==> src/rtl/irs_pkg.sv <==
// ----------------------------------------------------------------------------
// irs_pkg
// Shared types and codes of the image resample interpolator.
// ----------------------------------------------------------------------------
`default_nettype none

package irs_pkg;

    localparam int COORD_W = 20;            // coordinate field width
    localparam int CRD_W   = COORD_W + 2;   // room for neighbor offsets
    localparam int PIX_W   = 24;

    typedef logic [PIX_W-1:0] t_pixel;

    localparam t_pixel WHITE = 24'hFFFFFF;

    // configuration register indexes
    localparam logic [1:0] CFG_METHOD = 2'd0;
    localparam logic [1:0] CFG_WIDTH  = 2'd1;
    localparam logic [1:0] CFG_HEIGHT = 2'd2;

    // method codes
    localparam logic [1:0] M_NEAREST  = 2'd0;
    localparam logic [1:0] M_BILINEAR = 2'd1;
    localparam logic [1:0] M_BICUBIC  = 2'd2;
    localparam logic [1:0] M_RSVD     = 2'd3;

    // item kinds
    localparam logic KIND_LOAD   = 1'b0;
    localparam logic KIND_SAMPLE = 1'b1;

    // pass index of the final pass (vertical unless the plan is a single row)
    localparam logic [2:0] ROW_COL = 3'd4;

    typedef enum logic [2:0] {
        S_IDLE,
        S_SETUP,
        S_FETCH,
        S_WAIT,
        S_CALC,
        S_WB,
        S_DONE
    } t_state;

    // neighbor fetch plans
    typedef enum logic [2:0] {
        PL_ONE,
        PL_ROW,
        PL_COL,
        PL_QUAD,
        PL_CUBE
    } t_plan;

    typedef struct packed {
        logic en;
        logic we;
    } t_store_ctl;

    typedef struct packed {
        logic en;
        logic half;     // extra 1/2 folded into the shift
    } t_mac_ctl;

endpackage

`default_nettype wire

==> src/rtl/irs_mac.sv <==
// ----------------------------------------------------------------------------
// irs_mac
// Shared multiply, floor-shift and add unit: acc = base + floor(mul*t / 2^s).
// ----------------------------------------------------------------------------
`default_nettype none

module irs_mac
    import irs_pkg::*;
#(
    parameter int FRAC_BITS = 8,
    parameter int VW        = 24,
    parameter int TW        = 9
) (
    input  wire logic                 i_clk,
    input  wire t_mac_ctl             i_ctl,
    input  wire logic signed [VW-1:0] i_base,
    input  wire logic signed [VW-1:0] i_mul,
    input  wire logic signed [TW-1:0] i_t,
    output logic signed [VW-1:0]      o_acc
);

    localparam int PW = VW + TW;

    logic signed [PW-1:0] prod;
    logic signed [PW-1:0] shifted;
    logic signed [VW-1:0] r_acc;
    logic signed [VW-1:0] n_acc;

    always_comb begin
        prod    = i_mul * i_t;
        // arithmetic shift is a floor for negative products
        shifted = i_ctl.half ? (prod >>> (FRAC_BITS + 1)) : (prod >>> FRAC_BITS);
        n_acc   = i_base + $signed(shifted[VW-1:0]);
    end

    always_ff @(posedge i_clk) begin
        if (i_ctl.en) begin
            r_acc <= n_acc;
        end
    end

    assign o_acc = r_acc;

endmodule

`default_nettype wire

==> config.mk <==
export PLATFORM = sky130hd
export DESIGN_NAME = irs_mac
export DESIGN_NICKNAME = d
export VERILOG_FILES = /design/src/rtl/irs_pkg.sv /design/src/rtl/irs_mac.sv
export SDC_FILE = /design/constraint.sdc
export NUM_CORES = 1
export LEC_CHECK = 0
export BUFFER_PORTS_ARGS = -buffer_cell sky130_fd_sc_hd__buf_2
export CELL_PAD_IN_SITES_DETAIL_PLACEMENT = 1
export CELL_PAD_IN_SITES_GLOBAL_PLACEMENT = 2
export CORE_AREA = 2 2 163 165
export DETAILED_ROUTE_END_ITERATION = 6
export DIE_AREA = 0 0 165 167
export PLACE_DENSITY_LB_ADDON = 0.1
export SETUP_SLACK_MARGIN = 0.15
export SLEW_MARGIN = 20
export SYNTH_ARGS = -nofsm -noshare
export SYNTH_HDL_FRONTEND = slang
export SYNTH_SLANG_ARGS = --single-unit
==> constraint.sdc <==
create_clock -name i_clk -period 8.2 [get_ports i_clk]
set_clock_uncertainty 0.1 [all_clocks]
set_input_delay 0.82 -clock i_clk [delete_from_list [all_inputs] [get_ports i_clk]]
set_output_delay 0.82 -clock i_clk [all_outputs]
set_load 0.005 [all_outputs]
== Word-level counts from Yosys, hierarchy flattened ==
Cells that the tools add are included.

* Output and inout port bits: 24
* Word-level logic and storage cells: 4
* Input port bits: 60
* Flip-flop bits (word level): 24

* Muxes and demuxes: 1
* Add/sub/neg operators: 1
* Multiply operators: 1

{| class="wikitable"
|+ Operator list
! kind !! number
|-
| $mul 24x9->33 || 1
|-
| $add 24x24->24 || 1
|-
| $mux 24 || 1
|}

== Logic depth before layout (Yosys ltp) ==
Gate-level depths: netlist of run 1.

* Depth in word-level cells: 3
* Gate-level depth with buffers: 32
* Mapped depth without buffers: 31

== Least setup slack after synthesis of run 1 ==
OpenSTA, ideal clock, no wires.

* Path type: input-to-reg
* Start point: input port i_t[0]
* End point: register r_acc[22], in the netlist o_acc[22] (data pin)
* Library setup time: 0.262 ns
* Path buffers: 1
* Data arrival time: 7.427 ns
* Slack: 0.411 ns
* Stages: 30
* Required time: 7.838 ns
* Path through: clkbuf_1 -> nand2_1 -> fa_1 -> inv_1 -> fa_1 -> inv_1 -> fa_1 -> fa_1 -> inv_1 -> fa_1 -> ha_1 -> nor2b_1 -> or3_1 -> a21oi_1 -> nor2b_1 -> nor3_1 -> a21oi_1 -> a21oi_1 -> a21oi_1 -> ha_1 -> a21o_1 -> a21oi_1 -> o21a_1 -> o21ba_2 -> o21a_1 -> o21ai_0 -> o41a_1 -> a211oi_1 -> o21bai_1 -> xor2_1

* Cells in the longest elaborated chain, start to end: 3

{| class="wikitable"
|+ Ends and longest elaborated chain
! element !! line !! text
|-
| start, declared || irs_mac.sv:18 || <nowiki>input wire logic signed [TW-1:0] i_t,</nowiki>
|-
| $mul 24x9->33 || irs_mac.sv:30 || <nowiki>prod = i_mul * i_t;</nowiki>
|-
| $mux 24 || irs_mac.sv:32 || <nowiki>shifted = i_ctl.half ? (prod >>> (FRAC_BITS + 1)) : (prod >>> FRAC_BITS);</nowiki>
|-
| $add 24x24->24 || irs_mac.sv:33 || <nowiki>n_acc = i_base + $signed(shifted[VW-1:0]);</nowiki>
|-
| named net n_acc[22] || irs_mac.sv:27 || <nowiki>logic signed [VW-1:0] n_acc;</nowiki>
|-
| end signal, assigned || irs_mac.sv:38 || <nowiki>r_acc <= n_acc;</nowiki>
|-
| end, declared || irs_mac.sv:26 || <nowiki>logic signed [VW-1:0] r_acc;</nowiki>
|}

The timed path passes the listed nets, and every way through them passes these cells.
A chain may end at the register's enable or synchronous reset.

== Worst setup path in the final report of run 1 ==
* Start point: input port i_t[8]
* End point: register r_acc[23], in the netlist o_acc[23] (data pin)

The elaborated chain is that of the path after synthesis.

==> qor.csv, run 1 <==
stage,metric,value,unit
outcome,status,completed,
finish,post-layout util,40.3,%
floorplanning,top-level port count,84,
floorplanning,die area,27600,um2
grt,maximum number of pins on one net before global-route repair,37,
critical_path,CP max FO,8,
route,Pre-Repair DR Iteration Count,4,
synthesis,"Async S/R FF share, synth",0,%
floorplanning,initial core utilization,35.6,%
synthesis,net count after synthesis,1311,
route,max layer used,met4,
critical_path,startpoint type of the worst setup path,primary input,
synthesis,number of flops mapped to enable cells by yosys,24,
sta,setup_tns,0,ns
synthesis,post-synthesis compound-gate area fraction,11.4,%
finish,antenna cell count,0,
synthesis,warnings from Yosys,0,
placed_design,Final HPWL DP,20800,um
route,DRC violations left,0,
clocking,TritonCTS clock tree,yes,
finish,max reg flops,24,
route,DR WL/cell,17.0,um
synthesis,Mapped Area,9170,um2
sta,Final Cycle Share,93.8,%
finish,fraction of final layout cells sized beyond drive strength 1,15.8,%
grt,global-route wire length before repair,39500,um
finish,nets,1408,
finish,synthesis-to-layout area growth,13.3,%
synthesis,cell taking the most area after synthesis,fa_1,
synthesis,commonest register cell after synthesis,edfxtp_1,
critical_path,critical path endpoint category,register,
route,DR WL met2,13500,um
synthesis,flop and latch count out of synthesis,24,
hold_path,worst min-delay path category,in2reg,
finish,highest-count cells in the layout ignoring fill and taps,"fa_1 (173), inv_1 (130), nand2_1 (119), and2_1 (101), ha_1 (89)",
placed_design,Port-buffer cells,83,
critical_path,most repeated library cell on the critical path,fa_1,
synthesis,post-synthesis cell count,986,
synthesis,"post-synthesis share of cell area spent on full adders, half adders and majority gates",50.5,%
route,Met3 Wirelength,425,um
clocking,Max Buffers Root-to-Sink,2,
critical_path,"Worst Path Class, Setup",in2reg,
sta,Worst slew margin,56.7,%
sta,slew at the pin with the worst max-slew slack,0.650,ns
route,post-detailed-routing wire length,24000,um
sta,Final Hold Fails,0,
clocking,"Clk pin slew, worst setup/hold paths",0.06,ns
sta,unrepaired setup endpoints after global routing,false,
route,Iter 0 DRT Violations,224,
flow_run,total of max-cap violations,0,
critical_path,standard cell with the maximum stage delay on the critical path,fa_1,
synthesis,"Distinct cells, synth",55,
synthesis,fraction of synthesized cell area taken by the top area cell type,38.2,%
clocking,root buffer selected by CTS,clkbuf_16,
floorplanning,floorplan core area,25800,um2
critical_path,"slowest stage delay, CP",0.52,ns
grt,gr usage total,18.1,%
synthesis,main combinational cell family by area after synthesis,adder cells,
route,Detail Route Antenna Nets,0,
clocking,H-tree depth,1,
finish,"leading cell type in the layout, fill and taps excluded",fa_1,
hold_path,worst hold stages,2,
placed_design,weighted congestion reported at the end of routability-driven placement,0.797,
clocking,number of buffers created by CTS,3,
synthesis,XOR/XNOR share of the synthesized area,4.59,%
grt,grt ovf,0,
synthesis,"post-synthesis share of cell area spent on and, or, nand and nor gates",17.7,%
sta,maximum operating frequency,130,MHz
synthesis,largest cells by area after synthesis,"fa_1 (38%), ha_1 (12%), edfxtp_1 (7.9%)",
sta,final setup violation count,0,
grt,number of antenna violations at the first check in global routing,0,
sta,number of max-slew violations in the final report,0,
critical_path,data required time of the critical path,8.11,ns
floorplanning,die outline width,165,um
critical_path,critical path arrival,7.60,ns
floorplanning,die outline height,167,um
floorplanning,std cell rows,59,
synthesis,mux share of post-synthesis cell area,1.32,%
route,M1 wire length,9950,um
route,routed via count divided by cell count,4.95,
synthesis,sequential cell area fraction in the yosys report,7.86,%
synthesis,Syn Area/Cell,9.30,um2
grt,via count of the first global-routing pass,7674,
route,via total after detailed routing,7009,
clocking,post-cts hold buffer count,0,
clocking,number of sinks on the clock net,24,
sta,clock period minus final worst setup slack,7.69,ns
[final cells by class]
| class | count | area [um2] |
|---|---|---|
| fillers | 3028 | 15400 |
| multi-input cells | 799 | 7910 |
| repair buffers | 124 | 767 |
| flip-flops and latches | 24 | 721 |
| inverters | 131 | 495 |
| well taps | 335 | 419 |
| clock buffers | 3 | 75.1 |
| clock inverters | 1 | 3.75 |
[cell families after synthesis]
logic type / after synthesis
flip-flops: 24
AND/OR/NAND/NOR: 322
AO/OA/AOI/OAI: 153
multiplexers: 11
XOR/XNOR: 48
adder cells (fa/ha/maj): 265
buffers and inverters: 163
[worst paths after layout]
check | startpoint | end
worst min-delay path | i_base[0] | o_acc[0]
worst max-delay path | i_t[8] | o_acc[23]
[worst max-delay path, delay by kind of cell]
family          cells  cell delay, ns
fa+ha+maj           7            2.98
compound gates     12            2.03
simple gates        7            1.18
xor+xnor            2            0.24
buf+inv             3            0.36
[cell usage after synthesis, drive strengths merged, types with 8 or more instances]
cell / count
nor2: 39
nand2: 121
inv: 130
ha: 90
clkbuf: 32
nor3: 12
edfxtp: 24
o21ai: 33
o21a: 8
mux2: 9
a211oi: 8
xor2: 14
and2: 101
a21oi: 45
nand2b: 16
a21o: 19
nand3: 9
fa: 175
o21bai: 9
xnor2: 34
[per-layer routing]
metal,global-route usage (%),up-vias
met5,0,-
met4,1.93,0
met3,1.57,14
met2,34.6,61
met1,22.4,3570
li1,-,3364
[per-stage QoR]
| stage | std cells | setup WS (ns) | instance area (um2) | hold WS (ns) |
|---|---|---|---|---|
| 2_1_floorplan | 986 | 0.411 | 9170 | 0.832 |
| 6_report | 1417 | 0.509 | 10400 | 0.768 |
| 4_1_cts | 1410 | 0.286 | 10200 | 0.770 |
| 3_5_place_dp | 1406 | 0.0254 | 10200 | 1.04 |
| 5_1_grt | 1417 | 0.132 | 10400 | 0.762 |
| 3_3_place_gp | 1406 | 0.177 | 10200 | 1.03 |
[repair_timing]
action                     in CTS  in global routing
setup endpoints to repair       0                  2
buffers inserted                0                  7
resized for setup               0                 26
Power of run 1 is not shown: default switching activity piles up to over one toggle a cycle in this logic, so the estimate is an artifact.
==> run 2: changes to the inputs <==
- ABC_AREA: not set -> 1
- CAP_MARGIN: not set -> 5
- CORE_AREA: 2 2 163 165 -> 2 2 177 179
- CTS_CLUSTER_SIZE: not set -> 28
- DIE_AREA: 0 0 165 167 -> 0 0 179 181
==> run 2 against run 1 <==
Net effect:
- via count is 20% higher
- critical path depth is 7 lower
- first-iteration DRC count is 38% higher
- sequential share of layout area is 0.22 points lower
- sequential cell count stayed put
- synthesized cell count is 35% higher
- non-clock buffer count is 35 lower
- routed wire length is 23% higher
- synthesized area is 7.8% higher
- die area is 18% higher
- count of clock-buffer cells in the layout stayed put
- critical path type unchanged
- highest routed layer unchanged
==> qor.csv, run 2 <==
stage,metric,value,unit,change
synthesis,post-synthesis cell count,1327,,+35%
sta,Final Cycle Share,91.5,%,-2.3 points
synthesis,top cells by instance count after synthesis,"nand2_1 (363), inv_1 (284), fa_1 (175), ha_1 (90), nand3_1 (72)",,
finish,"leading cell type in the layout, fill and taps excluded",nand2_1,,
sta,Final Hold Fails,0,,unchanged
critical_path,CP max FO,18,,+10
sta,Hold Worst Slack,0.761,ns,-0.00724 ns
synthesis,flop and latch count out of synthesis,24,,unchanged
clocking,postcts setup bufs,0,,unchanged
critical_path,startpoint type of the worst setup path,primary input,,
clocking,"Clk pin slew, worst setup/hold paths",0.06,ns,about the same
sta,unrepaired setup endpoints after global routing,false,,
clocking,root buffer selected by CTS,clkbuf_16,,
route,DR WL/cell,16.8,um,-1.2%
finish,antenna cell count,0,,unchanged
hold_path,startpoint of the tightest hold check path,i_base[0],,
finish,Register Area,721,um2,unchanged
finish,fraction of final layout cells sized beyond drive strength 1,8.38,%,-7.4 points
sta,setup_tns,0,ns,unchanged
floorplanning,die area,32400,um2,+18%
sta,maximum operating frequency,133,MHz,+2.5%
sta,clock period minus final worst setup slack,7.50,ns,-0.188 ns
hold_path,worst min-delay path category,in2reg,,
floorplanning,die outline width,179,um,+8.5%
route,via total after detailed routing,8399,,+20%
sta,slew at the pin with the worst max-slew slack,0.765,ns,+0.115 ns
finish,nets,1699,,+21%
synthesis,commonest register cell after synthesis,edfxtp_1,,
grt,grt ovf,0,,unchanged
synthesis,net count after synthesis,1652,,+26%
outcome,status,completed,,
sta,number of max-slew violations in the final report,0,,unchanged
finish,combined area of the multi-input logic cells,7910,um2,about the same
critical_path,critical path arrival,7.41,ns,-0.19 ns
synthesis,Syn Area/Cell,7.44,um2,-20%
route,Iter 0 DRT Violations,310,,+38%
synthesis,"Async S/R FF share, synth",0,%,unchanged
finish,fill count,3824,,+26%
sta,Worst slew margin,48.9,%,-7.7 points
synthesis,most common cell in the netlist,nand2_1,,
route,routed via count divided by cell count,4.75,,-4.0%
flow_run,total of max-cap violations,0,,unchanged
floorplanning,top-level port count,84,,unchanged
placed_design,weighted congestion reported at the end of routability-driven placement,0.851,,+6.7%
clocking,H-tree depth,1,,unchanged
clocking,TritonCTS clock tree,yes,,
route,Detail Route Antenna Nets,0,,unchanged
grt,global-route wire length before repair,49400,um,+25%
clocking,number of buffers created by CTS,3,,unchanged
clocking,post-cts hold buffer count,0,,unchanged
grt,maximum number of pins on one net before global-route repair,28,,-24%
critical_path,critical path endpoint category,register,,
finish,highest-count cells in the layout ignoring fill and taps,"nand2_1 (363), inv_1 (284), fa_1 (175), ha_1 (90), buf_2 (83)",,
critical_path,"Worst Path Class, Setup",in2reg,,
synthesis,warnings from Yosys,0,,unchanged
placed_design,Post-Place Cell Area,10700,um2,+4.8%
finish,max reg flops,24,,unchanged
synthesis,cell taking the most area after synthesis,fa_1,,
clocking,number of gates given a new drive strength after cts,0,,unchanged
grt,number of antenna violations at the first check in global routing,0,,unchanged
route,DRC violations left,0,,unchanged
floorplanning,initial core utilization,32.5,%,-3.0 points
synthesis,fraction of synthesized cell area taken by the top area cell type,35.5,%,-2.7 points
placed_design,Final HPWL DP,25700,um,+23%
hold_path,worst hold path endpoint,o_acc[0],,
hold_path,worst hold stages,2,,unchanged
floorplanning,die outline height,181,um,+8.4%
finish,design area,10700,um2,+3.3%
sta,final setup violation count,0,,unchanged
placed_design,Port-buffer cells,83,,unchanged
grt,gr usage total,19.4,%,+1.4 points
finish,synthesis-to-layout area growth,8.60,%,
synthesis,number of flops mapped to enable cells by yosys,24,,unchanged
grt,via count of the first global-routing pass,9387,,+22%
floorplanning,std cell rows,64,,+8.5%
synthesis,Mapped Area,9880,um2,+7.8%
synthesis,sequential cell area fraction in the yosys report,7.30,%,-0.57 points
critical_path,data required time of the critical path,8.10,ns,about the same
synthesis,largest cells by area after synthesis,"fa_1 (35%), nand2_1 (14%), ha_1 (11%)",,
clocking,number of sinks on the clock net,24,,unchanged
route,post-detailed-routing wire length,29600,um,+23%
route,Pre-Repair DR Iteration Count,5,,+1
clocking,Max Buffers Root-to-Sink,2,,unchanged
floorplanning,floorplan core area,30300,um2,+18%
synthesis,"Distinct cells, synth",40,,-27%
-- run 2: cell types whose count changed after synthesis, sizes merged, moves of 10 or more --
cell | previous run | this run
a21o | 19 | 6
and2 | 101 | 0
clkbuf | 32 | 42
inv | 130 | 285
nand2 | 121 | 371
nand2b | 16 | 0
nand3 | 9 | 72
nor2 | 39 | 68
or2 | 1 | 14
xnor2 | 34 | 14
-- run 2: how the worst max path moves through the flow --
stage	start	endpoint	slack, ns	cells past startpoint
floorplan	i_t[0]	o_acc[16]	1.67	25
global placement	i_t[8]	o_acc[16]	0.43	25
CTS	i_t[8]	o_acc[16]	0.71	25
detailed placement	i_t[8]	o_acc[16]	0.44	25
global route	i_t[8]	o_acc[12]	0.23	27
finish	i_t[8]	o_acc[16]	0.70	24
-- run 2: kinds of logic after synthesis --
logic type | Yosys count | share of synthesized area (%)
buffers and inverters | 332 | 12.7
multiplexers | 1 | 0.101
adder cells (fa/ha/maj) | 265 | 46.9
AO/OA/AOI/OAI | 112 | 6.32
flip-flops | 24 | 7.30
AND/OR/NAND/NOR | 561 | 23.8
XOR/XNOR | 32 | 2.91
-- run 2: layout make-up --
cell class / count / share of cell area, %
flip-flops and latches: 24 / 6.72
repair buffers: 89 / 4.29
clock buffers: 3 / 0.700
inverters: 285 / 9.97
multi-input cells: 971 / 73.7
well taps: 396 / 4.62
-- run 2: critical path, cell delays in order --
cell	delay [ns]
buf_2	0.12
inv_1	0.56
or2_2	0.24
fa_1	0.43
fa_1	0.53
fa_1	0.43
fa_1	0.49
inv_1	0.05
fa_1	0.44
ha_1	0.37
a21oi_1	0.23
nand2_1	0.16
or2_2	0.33
nand3_1	0.08
nand2_1	0.07
ha_1	0.21
fa_1	0.49
nand3_1	0.11
nand2_1	0.09
a21oi_1	0.47
o21ai_1	0.24
nand3_1	0.14
o2111ai_1	0.14
xor2_1	0.18
-- run 2: through the flow --
| step | cells | utilization [%] | setup WS [ns] |
|---|---|---|---|
| final | 1768 | 35.3 | 0.696 |
| after global routing | 1768 | 35.3 | 0.235 |
| after CTS | 1768 | 35.3 | 0.706 |
| after detailed placement | 1765 | 35.1 | 0.443 |
| after global placement | 1765 | 35.1 | 0.430 |
| after floorplan | 1327 | - | 1.67 |
-- run 2: routing by layer --
metal / vias to the layer above / wire (um) / global-route usage, %
li1: 4114 / - / -
met1: 4193 / 14200 / 27.0
met2: 84 / 14600 / 34.2
met3: 8 / 776 / 1.79
met4: 0 / 123 / 1.20
met5: - / 0 / 0
Power of run 2 is left out for the same reason.
